==> src/pmu_pkg.sv <==
// Shared types and constants for the Potts lattice Metropolis update block.
package pmu_pkg;

    // Default lattice geometry
    localparam int SIDE_DEF   = 512;
    localparam int LEVELS_DEF = 256;

    // Field widths
    localparam int SITE_W     = 18;
    localparam int SPIN_W     = 8;
    localparam int UNI_W      = 24;
    localparam int THR_W      = 25;
    localparam int MC_W       = 4;
    localparam int CNT_W      = 3;
    localparam int CFG_IDX_W  = 4;
    localparam int NUM_THRESH = 8;
    localparam int THR_IDX_W  = 3;

    // Wide enough to compare a site against the largest lattice size
    localparam int RANGE_W    = SITE_W + 3;

    // 1.0 in 1.24 fixed point
    localparam logic [THR_W-1:0] ONE_FIX = THR_W'(1 << 24);

    // Item codes
    localparam logic ACT_LOAD   = 1'b0;
    localparam logic ACT_UPDATE = 1'b1;

    // Neighbor slots
    localparam int NBR_LEFT  = 0;
    localparam int NBR_RIGHT = 1;
    localparam int NBR_UP    = 2;
    localparam int NBR_DOWN  = 3;
    localparam int NBR_NUM   = 4;

    // Sequencer states
    typedef enum logic [3:0] {
        ST_IDLE,
        ST_COORD,
        ST_RD_L,
        ST_RD_R,
        ST_RD_U,
        ST_RD_D,
        ST_LAST,
        ST_DECIDE,
        ST_LD_OUT
    } pmu_state_t;

    // Sequencer controls for the coordinate unit
    typedef struct packed {
        logic capture;
        logic fix;
    } pmu_coord_ctl_t;

endpackage

==> src/pmu_thresh_regs.sv <==
// Acceptance threshold registers and the saturated lookup by match change.
module pmu_thresh_regs (
    input  logic                               clk,
    input  logic                               rst_n,
    input  logic                               cfg_valid,
    input  logic [pmu_pkg::CFG_IDX_W-1:0]      cfg_index,
    input  logic [pmu_pkg::THR_W-1:0]          cfg_data,
    input  logic signed [pmu_pkg::MC_W-1:0]    match_change,
    output logic [pmu_pkg::THR_W-1:0]          thresh
);
    import pmu_pkg::*;

    logic [THR_W-1:0]     thr_reg [NUM_THRESH];
    logic [MC_W-1:0]      slot_sum;
    logic [THR_IDX_W-1:0] slot;
    logic [THR_W-1:0]     raw;

    // Write a threshold; indexes past the list are dropped
    always_ff @(posedge clk or negedge rst_n)
    begin
        if (!rst_n)
        begin
            for (int i = 0; i < NUM_THRESH; i++)
            begin
                thr_reg[i] <= ONE_FIX;
            end
        end
        else if (cfg_valid && (cfg_index < CFG_IDX_W'(NUM_THRESH)))
        begin
            thr_reg[cfg_index[THR_IDX_W-1:0]] <= cfg_data;
        end
    end

    // Map -4..-1 to slots 0..3 and +1..+4 to slots 4..7
    assign slot_sum = match_change[MC_W-1] ? $unsigned(match_change) + MC_W'(4)
                                           : $unsigned(match_change) + MC_W'(3);
    assign slot     = slot_sum[THR_IDX_W-1:0];
    assign raw      = thr_reg[slot];

    // Saturate at 1.0
    assign thresh = (raw > ONE_FIX) ? ONE_FIX : raw;

endmodule
==> config.mk <==
export PLATFORM = sky130hd
export DESIGN_NAME = pmu_thresh_regs
export DESIGN_NICKNAME = d
export VERILOG_FILES = /design/src/pmu_pkg.sv /design/src/pmu_thresh_regs.sv
export SDC_FILE = /design/constraint.sdc
export NUM_CORES = 1
export LEC_CHECK = 0
export BUFFER_PORTS_ARGS = -buffer_cell sky130_fd_sc_hd__buf_4
export CAP_MARGIN = 20
export CORE_UTILIZATION = 45
export CTS_CLUSTER_SIZE = 10
export DETAILED_ROUTE_END_ITERATION = 8
export GPL_ROUTABILITY_DRIVEN = 0
export HOLD_SLACK_MARGIN = 0.08
export PLACE_DENSITY = 0.73
export SYNTH_ARGS = -nofsm -noshare
export SYNTH_HDL_FRONTEND = slang
export SYNTH_SLANG_ARGS = --single-unit
==> constraint.sdc <==
create_clock -name clk -period 5.05 [get_ports clk]
set_input_delay 1.01 -clock clk [delete_from_list [all_inputs] [get_ports clk]]
set_output_delay 1.01 -clock clk [all_outputs]
set_load 0.01 [all_outputs]
==> key figures <==
Outcome
  • Status: finished, final reports clean

Finish
  • Diode count: 0
  • Final cell utilization of the core: 0.5082
  • Nets@finish: 965
  • Fraction of layout cells with a size suffix above 1: 0.4378
  • Post-route cell area: 12760 µm²
  • Area of the multi-input gates: 6140 µm²
  • Register area: 5015 µm²
  • Synthesis-to-layout area growth: 11.12%
  • Fill cells: 2224
  • Max FFs per register: 200

Detailed routing
  • Vias per cell: 5.984
  • Initial drt markers: 439
  • Vias: 7606
  • Antenna-violating nets left: 0
  • DR DRC count: 0
  • Final WL: approximately 26000 µm
  • Drt pass-1 iters: 5
  • DR WL/cell: 20.26 µm

Timing
  • Final hold violation count: 0
  • Final min period: 4.403 ns
  • RSZ-0062 raised after global routing: false
  • Slew Viols, Final: 0
  • Slew at the pin closest to its max-slew limit: 0.9924 ns
  • Min Hold Slack: 0.5132 ns
  • Final setup TNS: 0 ns
  • Worst Clk Skew: 0 ns
  • Final setup vio count: 0
  • Post-layout worst setup margin: 0.6472 ns
  • Max-Slew Margin vs Limit: 0.3368
  • Crit share post-route: 0.8718
  • Max Clock Freq: ~0.23 GHz

Place
  • # port buffers: 60
  • Hpwl dp: 14490 µm
  • DP Area: roughly 12000 µm²
  • Dpl ws: around 0.64 ns

Critical path
  • Req. time, crit path: 4.04 ns
  • CP Launch Type: input port
  • Crit-path max FO: 25
  • CP Data Arrival Time: about 3.4 ns
  • CP Capture Type: output pin
  • WS Path Type: input port to output pin

Synthesis
  • Warnings from Yosys: 0
  • Synth Area per Inst: 12.47 µm²
  • Synth Cell Area: around 11000 µm²
  • Net Count, Synth: 958
  • Post-synth cell types: 28
  • Post-Synthesis Cells: ~920
  • Post-synthesis sequential area ratio: 0.4367
  • Number of synthesized register bits: 200

Floorplan
  • Die Footprint: 26160 µm²
  • FP Rows: 58
  • Starting Density: 0.4573
  • I/O Pins: between 60 and 70
  • Die Y-Extent: 161.7 µm
  • Die width: 161.7 µm
  • Core Footprint: between 20000 and 30000 µm²

CTS
  • Post_cts resized: 0
  • Clock Pin Slew Worst Setup and Hold Paths: 0.06 ns
  • TritonCTS clock tree: built
  • Clock root buffer: clkbuf_16
  • Clock Sinks: 200
  • TritonCTS Buffers: 17
  • Setup Fix Bufs, Post-CTS: 0
  • Worst-skew pair later-pin latency: roughly 0.43 ns
  • H-tree Lvls: 4
  • Hold Buf Count CTS: 0
  • CTS max path bufs: 2

Global route
  • Largest net degree at the start of global routing: approximately 160
  • Vias in the first global route: 7571
  • Total track usage: 0.2035
  • Grt ovf: 0
  • Initial antenna violation count: 0
  • First-pass GRT wire length: 41630 µm

Pwr
  • Clk pwr share: 0.267
  • Net Switching: 1.429 mW
  • Int Power: 3.431 mW
  • Pwr/cell area: 380.8 nW/µm²
  • Sw Ratio: 0.2941
  • LEAKAGE: approximately 5.4 nW
  • Gate power share: 0.271
  • Seq pwr share: 0.462
  • Worst VDD drop: roughly 0.17 mV

Flow run
  • Max-Cap Viols: 0

Worst hold path
  • Worst Hold Class: flip-flop to flip-flop
layout by cell type (no fill, tap or decap), types with 3 or more instances in the layout:
master      synthesis  layout
mux2_1             32      32
dfstp_2             8       8
a41oi_2            19      19
mux2_2            267     267
a41oi_1             5       5
dfrtp_1           192     192
buf_12              0       4
clkinvlp_4          0       3
clkbuf_8            0       3
nand2_1            98      98
clkinv_2            0       4
buf_4               0      68
mux2i_1            96      96
nand3b_1            3       3
o2111ai_1          96      96
clkbuf_16           0      17
metal layers:
metal  global-route usage  vias to the layer above  routed length (µm)
li1                     -                     3532                   -
met1               0.2725                     3935               11910
met2               0.3431                      122               12790
met3              0.03269                       17                 757
met4              0.05232                        0                 290
met5                    0                        -                   0
power groups by stage:
stage | logic (mW) | clock network [mW] | registers [mW]
2_1_floorplan | 1.01 | 0 | 2.19
3_3_place_gp | 1.29 | 0 | 2.25
3_5_place_dp | 1.32 | 0 | 2.27
4_1_cts | 1.33 | 1.33 | 2.24
5_1_grt | 1.44 | 1.39 | 2.30
6_report | 1.32 | 1.30 | 2.25
worst paths after layout:
check | startpoint | end | slack [ns] | depth (start not counted)
setup / recovery | match_change[0] | thresh[15] | 0.65 | 8
hold / removal | thr_reg[81] | thr_reg[81] | 0.51 | 1
setup reg to reg | thr_reg[79] | thr_reg[79] | 4.22 | 1
hold reg to reg | thr_reg[81] | thr_reg[81] | 0.51 | 1
max in group asynchronous | rst_n | thr_reg[199] | 3.35 | 2
min in group asynchronous | rst_n | thr_reg[150] | 0.71 | 1
Yosys cell counts:
library cell,instances,share of area
mux2_2,267,0.26
dfrtp_1,192,0.42
nand2_1,98,0.032
mux2i_1,96,0.084
o2111ai_1,96,0.073
clkbuf_1,55,0.018
mux2_1,32,0.031
buf_2,28,0.012
a41oi_2,19,0.027
dfstp_2,8,0.018
a41oi_1,5,0.0038
buf_6,3,0.0029
nand3b_1,3,0.0020
nor2_1,3,0.00098
inv_1,2,0.00065
nor3b_2,2,0.0022
a21oi_1,1,0.00044
and3_1,1,0.00055
buf_1,1,0.00033
ha_1,1,0.0011
mux2_4,1,0.0013
mux4_2,1,0.0020
nand2b_1,1,0.00055
nand2b_2,1,0.00076
nor3b_1,1,0.00065
xnor2_1,1,0.00076
xor2_1,1,0.00076
xor2_4,1,0.0024
area by class of cell:
| type | instances | area share |
|---|---|---|
| Clock inverter | 11 | 0.007746 |
| Sequential cell | 200 | 0.3930 |
| Timing Repair Buffer | 75 | 0.04912 |
| Clock buffer | 21 | 0.03608 |
| Inverter | 2 | 0.0005883 |
| Multi-Input combinational cell | 632 | 0.4811 |
| Tap cell | 330 | 0.03236 |
worst max-delay path, cell delays in order:
cell and delay [ns]:
buf_4 0.28, inv_2 0.09, ha_4 0.17, nand2b_2 0.14, xor2_4 0.19, mux4_2 0.93
a41oi_2 0.39, buf_4 0.18
logic make-up (layout without fill, tap and decap cells):
kind of cell,after synthesis,count (layout),synth area share
muxes,397,397,0.3801
DFF,200,200,0.4367
AOI/OAI and AO/OA,121,121,0.1044
and+or+nand+nor,110,110,0.03966
buffers and inverters,89,109,0.03410
xor gates and xnor gates,3,3,0.003923
adders and majority gates,1,1,0.001089
per-stage QoR:
stage          total power [mW]  std cells
2_1_floorplan             3.198        921
3_3_place_gp              3.542       1239
3_5_place_dp              3.595       1239
4_1_cts                   4.903       1271
5_1_grt                   5.126       1271
6_report                  4.860       1271
Note: power is estimated with default switching activity, not from simulation.
