[src/pmu_pkg.sv]
// Shared types and constants for the Potts lattice Metropolis update block.
package pmu_pkg;

    // Default lattice geometry
    localparam int SIDE_DEF   = 512;
    localparam int LEVELS_DEF = 256;

    // Field widths
    localparam int SITE_W     = 18;
    localparam int SPIN_W     = 8;
    localparam int UNI_W      = 24;
    localparam int THR_W      = 25;
    localparam int MC_W       = 4;
    localparam int CNT_W      = 3;
    localparam int CFG_IDX_W  = 4;
    localparam int NUM_THRESH = 8;
    localparam int THR_IDX_W  = 3;

    // Wide enough to compare a site against the largest lattice size
    localparam int RANGE_W    = SITE_W + 3;

    // 1.0 in 1.24 fixed point
    localparam logic [THR_W-1:0] ONE_FIX = THR_W'(1 << 24);

    // Item codes
    localparam logic ACT_LOAD   = 1'b0;
    localparam logic ACT_UPDATE = 1'b1;

    // Neighbor slots
    localparam int NBR_LEFT  = 0;
    localparam int NBR_RIGHT = 1;
    localparam int NBR_UP    = 2;
    localparam int NBR_DOWN  = 3;
    localparam int NBR_NUM   = 4;

    // Sequencer states
    typedef enum logic [3:0] {
        ST_IDLE,
        ST_COORD,
        ST_RD_L,
        ST_RD_R,
        ST_RD_U,
        ST_RD_D,
        ST_LAST,
        ST_DECIDE,
        ST_LD_OUT
    } pmu_state_t;

    // Sequencer controls for the coordinate unit
    typedef struct packed {
        logic capture;
        logic fix;
    } pmu_coord_ctl_t;

endpackage

[src/pmu_site_coord.sv]
// Row and column split of a site and the four wrapped neighbor addresses.
module pmu_site_coord #(
    parameter int LATTICE_SIDE = pmu_pkg::SIDE_DEF,
    parameter int ADDR_W       = 18
) (
    input  logic                                      clk,
    input  pmu_pkg::pmu_coord_ctl_t                   ctl,
    input  logic [pmu_pkg::SITE_W-1:0]                site,
    output logic [pmu_pkg::NBR_NUM-1:0][ADDR_W-1:0]   nbr_addr
);
    import pmu_pkg::*;

    localparam int SITE_COUNT = LATTICE_SIDE * LATTICE_SIDE;
    localparam int IDX_W      = $clog2(SITE_COUNT);
    localparam int ROW_W      = $clog2(LATTICE_SIDE);
    localparam int SHIFT      = SITE_W + ROW_W;
    localparam int RECIP      = (2 ** SHIFT) / LATTICE_SIDE;
    localparam int RECIP_W    = SITE_W + 1;
    localparam int PROD_W     = SHIFT + ROW_W;
    localparam int REM_W      = IDX_W + 1;

    logic [SITE_W-1:0]  site_reg;
    logic [ROW_W-1:0]   q_est_reg;
    logic [ROW_W-1:0]   row_reg;
    logic [ROW_W-1:0]   col_reg;

    logic [PROD_W-1:0]  prod;
    logic [REM_W-1:0]   rem;
    logic               rem_hi;
    logic [REM_W-1:0]   col_fix;
    logic [IDX_W-1:0]   site_idx;
    logic [IDX_W-1:0]   left_idx;
    logic [IDX_W-1:0]   right_idx;
    logic [IDX_W-1:0]   up_idx;
    logic [IDX_W-1:0]   down_idx;

    // Estimate the row by multiplying with the scaled reciprocal of the side
    assign prod = PROD_W'(site) * PROD_W'(RECIP_W'(RECIP));

    // Remainder of the estimate; it may still hold one extra side
    assign rem     = REM_W'(site_reg) - REM_W'(q_est_reg) * REM_W'(LATTICE_SIDE);
    assign rem_hi  = rem >= REM_W'(LATTICE_SIDE);
    assign col_fix = rem_hi ? rem - REM_W'(LATTICE_SIDE) : rem;

    // Hold the site and the row estimate, then settle row and column
    always_ff @(posedge clk)
    begin
        if (ctl.capture)
        begin
            site_reg  <= site;
            q_est_reg <= prod[SHIFT +: ROW_W];
        end
        if (ctl.fix)
        begin
            row_reg <= q_est_reg + ROW_W'(rem_hi);
            col_reg <= col_fix[ROW_W-1:0];
        end
    end

    // Step to each neighbor, wrapping at the lattice edges
    assign site_idx  = IDX_W'(site_reg);
    assign left_idx  = (col_reg == '0) ? site_idx + IDX_W'(LATTICE_SIDE - 1)
                                       : site_idx - IDX_W'(1);
    assign right_idx = (col_reg == ROW_W'(LATTICE_SIDE - 1))
                       ? site_idx - IDX_W'(LATTICE_SIDE - 1)
                       : site_idx + IDX_W'(1);
    assign up_idx    = (row_reg == '0) ? site_idx + IDX_W'(SITE_COUNT - LATTICE_SIDE)
                                       : site_idx - IDX_W'(LATTICE_SIDE);
    assign down_idx  = (row_reg == ROW_W'(LATTICE_SIDE - 1))
                       ? site_idx - IDX_W'(SITE_COUNT - LATTICE_SIDE)
                       : site_idx + IDX_W'(LATTICE_SIDE);

    assign nbr_addr[NBR_LEFT]  = left_idx[ADDR_W-1:0];
    assign nbr_addr[NBR_RIGHT] = right_idx[ADDR_W-1:0];
    assign nbr_addr[NBR_UP]    = up_idx[ADDR_W-1:0];
    assign nbr_addr[NBR_DOWN]  = down_idx[ADDR_W-1:0];

endmodule

[config.mk]
export PLATFORM = sky130hd
export DESIGN_NAME = pmu_site_coord
export DESIGN_NICKNAME = d
export VERILOG_FILES = /design/src/pmu_pkg.sv /design/src/pmu_site_coord.sv
export SDC_FILE = /design/constraint.sdc
export NUM_CORES = 1
export LEC_CHECK = 0
export ABC_AREA = 1
export BUFFER_PORTS_ARGS = -buffer_cell sky130_fd_sc_hd__buf_2
export CORE_MARGIN = 1
export CORE_UTILIZATION = 48
export CTS_BUF_LIST = sky130_fd_sc_hd__clkbuf_2
export CTS_CLUSTER_DIAMETER = 120
export DETAILED_ROUTE_END_ITERATION = 7
export MAX_ROUTING_LAYER = met4
export PLACE_DENSITY = 0.86
export SKIP_CTS_REPAIR_TIMING = 1
export SLEW_MARGIN = 10
export SYNTH_ARGS = -nofsm -noshare
export SYNTH_HDL_FRONTEND = slang
export SYNTH_SLANG_ARGS = --single-unit
[constraint.sdc]
create_clock -name clk -period 2.2 [get_ports clk]
set_clock_uncertainty 0.1 [all_clocks]
set_input_delay 0.22 -clock clk [delete_from_list [all_inputs] [get_ports clk]]
set_output_delay 0.22 -clock clk [all_outputs]
set_load 0.005 [all_outputs]
==> qor.yml, run 1 <==
sta:
  worst_slew_pin_slew_ps: 457
  finalWorstSetupSlack_ps: -742
  slew_viol_final: 0
  tns_ps: -10340
  period_share: 1.34
  fmax_mhz: 340
  holdWs_ps: 48.2
  finalSetupViolCount: 32
  hold_viol_final: 0
  finalCriticalPeriod_ps: 2940
  slew_headroom: 0.695
  grt_setup_unrepaired: "yes"
critical_path:
  cp-start-kind: "flip-flop"
  r2r_setup_slack_ps: 910
  worstSetupPathType: "reg2out"
  startpoint: "col_reg[7]"
  cp-endpoint: "nbr_addr[14]"
  required_ps: 1880
  critPathCaptureType: "output port"
  worst_r2r_path_depth: 2
  critPathMaxFanout: 9
  rr_endpoint: "col_reg[7]"
  crit-reg2reg-launch: "site_idx[7]"
  cp.arrival_ps: 2620
finish:
  drive_gt1_frac: 0.468
  nFillCells: 324
  final_area_mm2: 0.00422
  final_cells: 596
  regArea_um2: 811
  largest_reg_flops: 18
  multi_input_area_mm2: 0.00202
  nets: 566
  n_antenna_cell: 0
  syn_to_final_growth_pct: 53.5
pwr:
  p_leak_uw: 0.00207
  power_density_mw_per_mm2: 398
  clkPwrFrac: 0.136
  pwr-share-seq: 0.406
  intPower_uw: 1030
  p_sw_frac: 0.387
  combinationalPowerShare: 0.458
  p_switching_uw: 650
  vdd.ir_drop.worst_v: 0.000278
clocking:
  cts_tree: "built"
  clock_sinks: 27
  cts_root_buf: "clkbuf_2"
  clk_latency_ps: 420
  cts_made_buffers: 3
  cts_max_level: 1
  clock_path_buffers: 2
  path_clk_slew_ps: 320
routing:
  detail_route.vias_per_cell: 5.33
  route.detailed.drc: 0
  wire_per_inst_um: 16.2
  ant_nets: 0
  dr.pass1.iters: 6
  drt_iter0_drc: 297
  vias: 3177
  totalWireLength_mm: 9.66
logic_synthesis:
  yosys.cell_types.count: 26
  async_flop_share: 0
  synth_fp_nets: 422
  synth_flop_cell: "edfxtp_1"
  ys.warnings.count: 0
  ys_seq_elements: 27
  ys_seq_area_frac: 0.295
  synthesis.area_mm2: 0.00275
  synth_edf_count: 27
  netlist_instances: 381
  avgSynthCellArea_um2: 7.22
floorplanning:
  start_util: 0.499
  fp.dieArea_mm2: 0.00604
  die_y_um: 77.7
  boundaryPins: 93
  rows: 27
  die_w_um: 77.7
  core_mm2: 0.00551
worst_hold_path:
  hp-class: "in2reg"
global_routing:
  use_met3: 0.0153
  grtUsageMet2: 0.405
  grt_max_degree: 19
  antenna_found_initial: 0
  grt_pass1_wl_mm: 10.7
  grt.busiest_layer: "met2"
  grt_pass1_vias: 2453
  track_usage: 0.226
  grt-ovfl-total: 0
  met1_usage: 0.268
outcome:
  status: "finished, violations left"
  violations: "setup timing"
placement:
  hpwl_mm: 5.42
  post-place-cells: 544
  place_ws_ps: -136
  place_area_mm2: 0.00330
  gp_congestion: 0.901
  io_buffers: 92
run:
  drv_cap: 0
## power by group through the flow
stage	Clock, uW	Combinational, uW	Sequential [uW]
2_1_floorplan	0	341	662
3_3_place_gp	0	524	686
3_5_place_dp	0	539	688
4_1_cts	219	541	676
5_1_grt	241	822	686
6_report	229	770	682
## cell usage after synthesis (5+ instances only)
master | instances | area (um^2)
a21oi_1 | 12 | 60.1
buf_4 | 21 | 158
edfxtp_1 | 27 | 811
ha_1 | 20 | 250
inv_1 | 51 | 191
nand2_1 | 105 | 394
nand3_1 | 27 | 135
nand4_1 | 7 | 43.8
nor2_1 | 39 | 146
nor3_1 | 5 | 25.0
xor2_1 | 36 | 315
## worst max-delay path, cell delays in order (launching register included)
cell and delay (ps):
edfxtp_1 500, nor2_1 130, nand2_1 110, nor2_4 170, inv_6 100, ha_4 300, nand2_1 120, nor2_1 170
nand2_1 80, nand2_1 120, nand2_1 110, nand2_1 80, nand2_1 50, nand2_1 70, buf_2 110
## kinds of logic (layout without fill, tap and decap cells)
kind of cell | count (synthesis) | count (layout) | synth area share
buffers and inverters | 78 | 221 | 0.136
AOI/OAI and AO/OA | 21 | 21 | 0.0428
xor gates and xnor gates | 37 | 37 | 0.118
and+or+nand+nor | 198 | 198 | 0.317
DFF | 27 | 27 | 0.295
adders and majority gates | 20 | 20 | 0.0910
## layout by cell type, fill, tap and decap left out
cell type,count
nand2_1,92
buf_2,92
buf_4,45
inv_1,42
xor2_1,36
edfxtp_1,27
nor2_1,19
dlygate4sd3_1,18
nor2_2,17
nand3_1,16
ha_4,16
nand2_2,13
nand3_2,11
inv_2,10
a21oi_1,8
nor2_4,7
nand4_1,7
buf_6,7
nor3_2,5
a21oi_2,4
clkbuf_2,4
nand3_4,3
nand2_4,3
o21a_1,3
ha_1,3
inv_6,2
nor3_4,2
o21bai_1,2
o21ai_2,2
inv_8,1
o21ai_1,1
nor3_1,1
o21ai_0,1
nand2b_1,1
or2_1,1
xnor2_1,1
ha_2,1
## area by class of cell
| class | instances | share of cell area |
|---|---|---|
| clock buffers | 3 | 0.00356 |
| flip-flops and latches | 27 | 0.192 |
| repair buffers | 163 | 0.252 |
| clock inverters | 1 | 0.00207 |
| inverters | 54 | 0.0510 |
| well taps | 72 | 0.0213 |
| multi-input cells | 276 | 0.479 |
## stage by stage
stage	utilization	total power, uW
6_report	0.767	1680
5_1_grt	0.767	1750
4_1_cts	0.604	1440
3_5_place_dp	0.599	1230
3_3_place_gp	0.599	1210
2_1_floorplan	-	1000
## worst min path at each step
stage	slack, ps	depth (start not counted)	startpoint	endpoint
global placement	300	1	site[7]	site_idx[7]
global route	30	1	ctl[0]	col_reg[4]
detailed placement	300	1	site[12]	site_idx[12]
CTS	-140	1	site[4]	site_idx[4]
floorplan	220	0	site[0]	site_idx[0]
finish	50	1	ctl[0]	col_reg[5]
## layer usage
metal	up-vias	part of all wire
met5	-	0
met4	0	0.039
met1	1447	0.40
li1	1487	-
met3	45	0.070
met2	198	0.49
Note: power is estimated with default switching activity, not from simulation.
==> inputs of run 2 (changes only) <==
--- a/config.mk
+++ b/config.mk
@@ -5,15 +5,14 @@
 export SDC_FILE = /design/constraint.sdc
 export NUM_CORES = 1
 export LEC_CHECK = 0
-export ABC_AREA = 1
 export BUFFER_PORTS_ARGS = -buffer_cell sky130_fd_sc_hd__buf_2
 export CORE_MARGIN = 1
-export CORE_UTILIZATION = 48
+export CORE_UTILIZATION = 46
 export CTS_BUF_LIST = sky130_fd_sc_hd__clkbuf_2
 export CTS_CLUSTER_DIAMETER = 120
 export DETAILED_ROUTE_END_ITERATION = 7
 export MAX_ROUTING_LAYER = met4
-export PLACE_DENSITY = 0.86
+export PLACE_DENSITY = 0.85
 export SKIP_CTS_REPAIR_TIMING = 1
 export SLEW_MARGIN = 10
 export SYNTH_ARGS = -nofsm -noshare
==> run 2 against run 1 <==
Against the previous run: the run still ends with setup timing left; core utilization rose by 7.1 points; area after synthesis fell by 12%; fmax fell by 12%; synthesized cell count fell by 33%; design area fell by 3.2%; first-iteration DRC count fell by 42%; setup slack got worse by 420 ps; via count fell by 11%; die area fell by 8.4%; global-route usage rose by 1.2 points; register-to-register slack improved by 160 ps; largest cell class unchanged.
==> qor.yml, run 2 <==
pwr:
  p_leak_uw: 0.00180
  vdd.ir_drop.worst_v: 0.000427
  power_density_mw_per_mm2: 419
finish:
  largest_reg_flops: 18
  final_common_cell: "buf_2"
  nets: 454
  final_util: 0.838
  mostFrequentLayoutCells: "92 x buf_2, 57 x buf_4, 27 x edfxtp_1"
  final_cells: 479
  nFillCells: 238
  syn_to_final_growth_pct: 69.7
  drive_gt1_frac: 0.578
  n_antenna_cell: 0
critical_path:
  worstSetupPathType: "reg2out"
  required_ps: 1880
  r2r_setup_slack_ps: 1070
  cp.arrival_ps: 3040
  critPathMaxFanout: 7
  cp-start-kind: "flip-flop"
  critPathCaptureType: "output port"
floorplanning:
  die_w_um: 74.4
  start_util: 0.494
  rows: 25
  die_y_um: 74.4
  fp.dieArea_mm2: 0.00553
  core_mm2: 0.00488
  boundaryPins: 93
routing:
  route.detailed.drc: 0
  vias: 2815
  totalWireLength_mm: 9.90
  drt_iter0_drc: 171
  dr.pass1.iters: 5
  ant_nets: 0
  wire_per_inst_um: 20.7
  detail_route.vias_per_cell: 5.88
logic_synthesis:
  ys_seq_area_frac: 0.337
  synth_area_leaders: "edfxtp_1 34%, ha_1 10%, xnor2_1 10%"
  synth_flop_cell: "edfxtp_1"
  synth_top_area_share: 0.337
  avgSynthCellArea_um2: 9.45
  ys.warnings.count: 0
  netlist_instances: 255
  yosys.cell_types.count: 42
  synth_fp_nets: 296
  synthesis.area_mm2: 0.00241
  yosysMostFrequentCell: "xnor2_1"
  ys_seq_elements: 27
  async_flop_share: 0
  yosysTopAreaCell: "edfxtp_1"
  synth_common_cells: "28 x xnor2_1, 27 x edfxtp_1, 20 x buf_4, 20 x ha_1, 18 x nor2_1"
  synth_edf_count: 27
global_routing:
  grt_pass1_vias: 2216
  antenna_found_initial: 0
  track_usage: 0.237
  grt_max_degree: 19
  grt-ovfl-total: 0
  grt_pass1_wl_mm: 9.95
clocking:
  cts_made_buffers: 3
  clock_sinks: 27
  cts_max_level: 1
  cts_root_buf: "clkbuf_2"
  clock_path_buffers: 2
  clk_latency_ps: 380
  cts_tree: "built"
  path_clk_slew_ps: 290
sta:
  finalCriticalPeriod_ps: 3360
  finalSetupViolCount: 35
  tns_ps: -16690
  period_share: 1.53
  slew_headroom: 0.716
  fmax_mhz: 298
  finalWorstSetupSlack_ps: -1160
  worst_slew_pin_slew_ps: 426
  slew_viol_final: 0
  hold_viol_final: 0
  grt_setup_unrepaired: "yes"
placement:
  hpwl_mm: 5.21
  post-place-cells: 439
  io_buffers: 92
  gp_congestion: 0.831
run:
  drv_cap: 0
outcome:
  violations: "setup timing"
  status: "finished, violations left"
worst_hold_path:
  hp-class: "in2reg"
-- run 2: changes by cell type after synthesis, sizes merged, moves of 3 or more --
| cell | delta |
|---|---|
| o21ai | +5 |
| nand3 | -17 |
| inv | -43 |
| nor4 | +3 |
| a21o | +3 |
| nor2 | -25 |
| xnor2 | +27 |
| nand2 | -92 |
| clkbuf | +5 |
| xor2 | -19 |
-- run 2: per-stage QoR --
stage | power [uW] | hold WS (ps) | setup slack, ps | cell area (um^2)
CTS | 1450 | -70.6 | -888 | 3320
finish | 1710 | 79.7 | -1160 | 4090
global route | 1770 | 67.7 | -1250 | 4090
floorplan | 1010 | 219 | -212 | 2540
global placement | 1250 | 297 | -361 | 3300
detailed placement | 1280 | 298 | -471 | 3300
-- run 2: routing by layer --
layer | share of wire | GRT usage | vias up
li1 | - | - | 1220
met1 | 0.34 | 0.294 | 1330
met2 | 0.53 | 0.421 | 204
met3 | 0.065 | 0.0108 | 61
met4 | 0.059 | 0.0629 | 0
met5 | 0 | - | -
-- run 2: critical path, stage by stage (launching register included) --
cell and delay (ps):
edfxtp_1 500, nor3_1 320, buf_4 190, nand3_4 160, ha_1 270, buf_4 140, a21oi_1 140, nor2_1 90
a211oi_2 330, o21ai_2 120, xor2_1 220, buf_2 150
-- run 2: worst paths after layout --
| path | start | to | depth (start not counted) |
|---|---|---|---|
| setup / recovery | col_reg[0] | nbr_addr[16] | 11 |
| hold reg to reg | site_idx[7] | col_reg[7] | 0 |
| hold / removal | ctl[0] | col_reg[1] | 1 |
| setup reg to reg | site_idx[4] | col_reg[4] | 1 |
-- run 2: logic make-up (layout without fill, tap and decap cells) --
| family | after synthesis | count (layout) | share of synthesized area |
|---|---|---|---|
| xor gates and xnor gates | 45 | 45 | 0.164 |
| buffers and inverters | 40 | 197 | 0.0956 |
| AOI/OAI and AO/OA | 48 | 48 | 0.135 |
| adders and majority gates | 20 | 20 | 0.104 |
| and+or+nand+nor | 75 | 75 | 0.166 |
| DFF | 27 | 27 | 0.337 |
-- run 2: layout make-up --
cell class	count	area, um^2	area share
Sequential cell	27	811	0.198
Inverter	11	43.8	0.0107
Timing Repair Buffer	182	1240	0.304
Clock buffer	4	20.0	0.00490
Multi-Input combinational cell	188	1890	0.462
Tap cell	67	83.8	0.0205
-- run 2: power by group --
group / internal, uW / switching, uW / leakage [uW]
logic: 427 / 400 / 0.00152
clock network: 47.9 / 159 / 0.0000166
registers: 613 / 63.9 / 0.000264
total: 1090 / 623 / 0.00180
